[src/rtl/grc_pkg.sv]
`timescale 1ns / 1ps
// ----------------------------------------------------------------------------
// grc_pkg: shared types and constants of the grid ray caster
// Payload structs, register indexes, datapath widths and map constants.
// ----------------------------------------------------------------------------
package grc_pkg;

  localparam int MAP_DIM      = 64;
  localparam int MAP_AW       = $clog2(MAP_DIM);
  localparam int STEP_MAX     = 2 * MAP_DIM;
  localparam int STEP_W       = $clog2(STEP_MAX);
  localparam logic [7:0] PASSABLE_CODE = 8'd5;

  localparam int FRAC_W   = 16;
  localparam int FRAC_ONE = 65536;
  localparam int DIV_NW   = 33;   // dividend and quotient width
  localparam int DIV_DW   = 48;   // divisor width
  localparam int DELTA_W  = 41;   // holds the 2^40 no-crossing distance
  localparam int DIST_W   = 49;   // side distances after the longest walk
  localparam int RAY_W    = 31;
  localparam int CAM_W    = 29;
  localparam int CRD_W    = MAP_AW + 3;
  localparam int CFG_IW   = 3;
  localparam int CFG_DW   = 22;

  localparam logic [CFG_IW-1:0] REG_POS_X   = 3'd0;
  localparam logic [CFG_IW-1:0] REG_POS_Y   = 3'd1;
  localparam logic [CFG_IW-1:0] REG_DIR_X   = 3'd2;
  localparam logic [CFG_IW-1:0] REG_DIR_Y   = 3'd3;
  localparam logic [CFG_IW-1:0] REG_PLANE_X = 3'd4;
  localparam logic [CFG_IW-1:0] REG_PLANE_Y = 3'd5;
  localparam logic [CFG_IW-1:0] REG_WIDTH   = 3'd6;
  localparam logic [CFG_IW-1:0] REG_HEIGHT  = 3'd7;

  localparam logic OP_WRITE = 1'b0;
  localparam logic OP_CAST  = 1'b1;

  typedef struct packed {
    logic       opcode;
    logic [5:0] cell_x;
    logic [5:0] cell_y;
    logic [7:0] cell_value;
    logic [9:0] column;
  } grc_in_t;

  typedef struct packed {
    logic [9:0] out_column;
    logic [9:0] draw_start;
    logic [9:0] draw_end;
    logic [7:0] wall_code;
    logic       hit_side;
    logic       no_hit;
  } grc_out_t;

endpackage

[src/rtl/grc_div.sv]
`timescale 1ns / 1ps
// ----------------------------------------------------------------------------
// grc_div: shared restoring divider
// Unsigned division, one quotient bit per cycle, done pulses when the
// quotient is complete. A zero divisor gives an all-ones quotient.
// ----------------------------------------------------------------------------
module grc_div
  import grc_pkg::*;
(
  input  logic              clk,
  input  logic              rst_n,
  input  logic              start,
  input  logic [DIV_NW-1:0] dividend,
  input  logic [DIV_DW-1:0] divisor,
  output logic              done,
  output logic [DIV_NW-1:0] quotient
);

  localparam int CNT_W = $clog2(DIV_NW + 1);

  logic [DIV_DW-1:0] rem_r;
  logic [DIV_DW-1:0] dsr_r;
  logic [DIV_NW-1:0] quo_r;
  logic [CNT_W-1:0]  cnt_r;
  logic              busy_r;
  logic              done_r;
  logic [DIV_DW:0]   trial;
  logic              fits;

  assign trial = {rem_r, quo_r[DIV_NW-1]};
  assign fits  = trial >= {1'b0, dsr_r};

  always_ff @(posedge clk) begin
    if (!rst_n) begin
      busy_r <= 1'b0;
      done_r <= 1'b0;
      cnt_r  <= '0;
    end else begin
      done_r <= !start && busy_r && (cnt_r == CNT_W'(1));
      if (start) begin
        busy_r <= 1'b1;
        cnt_r  <= CNT_W'(DIV_NW);
        rem_r  <= '0;
        quo_r  <= dividend;
        dsr_r  <= divisor;
      end else if (busy_r) begin
        rem_r <= fits ? DIV_DW'(trial - {1'b0, dsr_r}) : trial[DIV_DW-1:0];
        quo_r <= {quo_r[DIV_NW-2:0], fits};
        cnt_r <= cnt_r - 1'b1;
        if (cnt_r == CNT_W'(1)) begin
          busy_r <= 1'b0;
        end
      end
    end
  end

  assign done     = done_r;
  assign quotient = quo_r;

endmodule

[config.mk]
export PLATFORM = sky130hd
export DESIGN_NAME = grc_div
export DESIGN_NICKNAME = d
export VERILOG_FILES = /design/src/rtl/grc_pkg.sv /design/src/rtl/grc_div.sv
export SDC_FILE = /design/constraint.sdc
export NUM_CORES = 1
export LEC_CHECK = 0
export BUFFER_PORTS_ARGS = -buffer_cell sky130_fd_sc_hd__buf_2
export CAP_MARGIN = 20
export CORE_ASPECT_RATIO = 1.75
export CORE_MARGIN = 2
export CORE_UTILIZATION = 49
export CTS_BUF_LIST = sky130_fd_sc_hd__clkbuf_16
export DETAILED_ROUTE_END_ITERATION = 8
export GPL_TIMING_DRIVEN = 0
export PLACE_DENSITY = 0.7
export SETUP_SLACK_MARGIN = 0.2
export SYNTH_ARGS = -nofsm -noshare
export SYNTH_HDL_FRONTEND = slang
export SYNTH_SLANG_ARGS = --single-unit
[constraint.sdc]
create_clock -name clk -period 5.5 [get_ports clk]
set_input_delay 1.1 -clock clk [delete_from_list [all_inputs] [get_ports clk]]
set_output_delay 1.1 -clock clk [all_outputs]
set_load 0.005 [all_outputs]
==> impl_metrics.ini <==
[status]
status = completed

[synthesis]
syn_nets = 901
ys_top_cells_by_area = edfxtp_1 47%, ha_1 7.6%, mux2_2 4.6%
synthFlopType = edfxtp_1
synthMuxAreaShare_pct = 8.28
yosys.area_share.simple_pct = 11.7
yosys_warnings = 0
synth_compound_area_share_pct = 13.8
ys_seq_area_share_pct = 48.9
yosysUniqueCellTypes = 64
synthArstFlopShare_pct = 0
synth_edf_count = 129
synth_top_family_by_area = compound AO/OA/AOI/OAI gates
synth_top_area_share_pct = 46.9
synth.avg_cell_area_um2 = 10.8
yosysTopAreaCell = edfxtp_1
yosys.area_share.adder_pct = 7.82
yosysMostFrequentCell = edfxtp_1
synthCells = 766
synth_common_cells = 129 x edfxtp_1, 72 x nor2_1, 66 x inv_1
synth-xor-area-share_pct = 4.88
syn_area_um2 = 8260
synth-seq-cells = 137

[clock_tree]
cts-htree-levels = 4
clock-sinks = 137
numCtsBuffers = 17
clk_path_buf_depth = 2
insertion_delay_ns = 0.44
cts_hold_buf = 0
tritoncts = yes
cts_resized = 0
cts_setup_buffers = 0
cts-root-buf = clkbuf_16
clkSlewWorstSetupHoldPaths_ns = 0.06

[power]
power.density_nw_per_um2 = 344
leakage_nw = 4.11
peakVddDrop_mv = 0.245

[place]
port_buffers = 116
place.gp.congestion = 0.944
post-place-ws_ns = 1.52
dpl.cell_count = 1108
dpl_cell_area_um2 = 9170
dp_hpwl_um = 14800

[global_route]
overflow = 0
grt_pass1_vias = 6500
antenna_found_initial = 0
grt_pass1_wl_um = 31500
grt_max_degree = 50
track_usage_pct = 23.0

[setup_path]
arrival_ns = 4.23
criticalPathCategory = register to register
cp_data_required_time_ns = 5.68
crit_cells = 13
critPathMaxFanout = 5
cp_top_family = compound AO/OA/AOI/OAI gates
worst_r2r_path_depth = 13
cp_num_buf_inv = 1
crit_top_cell = o211ai_1
critPathSlowestCell = a2111oi_0
path_cells = inv_1 > ha_1 > fa_1 > nand2b_1 > a21oi_1 > o211ai_1 > a21boi_0 > o31a_1 > o311ai_1 > a2111oi_0 > nor2_1 > o2111ai_1 > o211ai_1
critPathLaunchType = register
endpoint_kind = register
max_stage_delay_ns = 0.70

[timing]
tightestPinTransition_ns = 0.851
fin_setup_tns_ns = 0
setup_violations = 0
finalHoldViolCount = 0
rsz0062_at_grt = false
maxSlewHeadroom_pct = 42.7
post-route-min-period_ns = 4.05
layout_setup_ws_ns = 1.45
fmax_mhz = 247
drv_slew = 0
finalClockSkew_ns = 0.0151
fin_crit_sh_pct = 73.7

[flow_run]
max_cap_violations = 0

[floorplanning]
fp.dieH_um = 176
start_util_pct = 50.2
rows = 62
coreArea_um2 = 16400
io_pins = 118
die_area_um2 = 17900
dieWidth_um = 102

[finish]
area_growth_pct = 18.4
final_layout_size_suffix_gt1_share_pct = 21.9
design_area_um2 = 9770
antenna_cells = 0
nets = 1038
postLayoutCoreUtil_pct = 59.4
stdcell_count = 1140

[route]
wl_met3_um = 996
vias = 6304
avgRoutedWirePerCell_um = 17.4
finalWirelength_um = 19800
drt-initial-drc-count = 316
first_pass_iters = 5
dr_wl_met2_um = 10700
dr.max_layer_used = met4
ant_nets = 0
via_per_inst = 5.53
met1_length_um = 7450
drcViolationCount = 0

[worst_hold_path]
hold_path.class = register to register
whs_path_depth = 2
==> report_power, final <==
part	switching, mW	total (mW)	internal, mW
clock	0.470	1.18	0.713
sequential	0.0438	1.30	1.26
combinational	0.507	0.873	0.366
==> cell type report <==
class,instances,area (um^2)
sequential,137,4030
buffer,29,135
inverter,66,248
clock inverter,15,176
multi-input combinational,534,3850
timing repair buffer,118,628
clock buffer,17,425
fill,1450,6670
tap,224,280
==> registers in the layout, summed over array words and instances, names as in the netlist <==
name / flops
quotient: 33
cnt_r: 6
rem_r: 48
dsr_r: 48
done: 1
busy_r: 1
==> per-stage QoR <==
stage / hold slack [ns] / total power [mW]
finish: 0.504 / 3.36
global route: 0.536 / 3.52
CTS: 0.506 / 3.38
detailed placement: 0.501 / 2.19
global placement: 0.479 / 2.17
floorplan: 0.469 / 1.96
==> logic make-up after synthesis <==
family          after synthesis
simple gates                201
compound gates              172
flops                       137
buf+inv                      95
mux                          64
fa+ha+maj                    51
xor+xnor                     46
==> worst min-delay path, cell delays in order, from the launching register on <==
cell      delay (ns)
dfxtp_1         0.32
nor2_1          0.09
a211oi_1        0.05
==> layer usage <==
| metal | vias up | GRT usage (%) |
|---|---|---|
| li1 | 3101 | - |
| met1 | 2964 | 24.6 |
| met2 | 196 | 41.7 |
| met3 | 43 | 5.77 |
| met4 | 0 | 10.2 |
| met5 | - | 0 |
==> path summary, 6_finish.rpt <==
check	start	end	slack, ns
setup / recovery	quotient[32]	rem_r[40]	1.45
hold / removal	cnt_r[1]	cnt_r[1]	0.50
setup reg to reg	quotient[32]	rem_r[40]	1.45
hold reg to reg	cnt_r[1]	cnt_r[1]	0.50
==> placed cells by master, fill, tap and decap left out, types with 11 or more instances in the layout <==
cell,n
nor2_1,72
clkbuf_16,17
nand3_1,18
edfxtp_1,129
a21oi_1,52
clkbuf_1,23
xnor2_1,26
buf_2,119
ha_1,50
mux2i_1,30
a21o_1,15
o21ai_0,27
inv_1,66
nand2_1,42
xor2_1,20
a211oi_1,11
nand2b_1,11
mux2_2,34
Note: power is estimated with default switching activity, not from simulation.
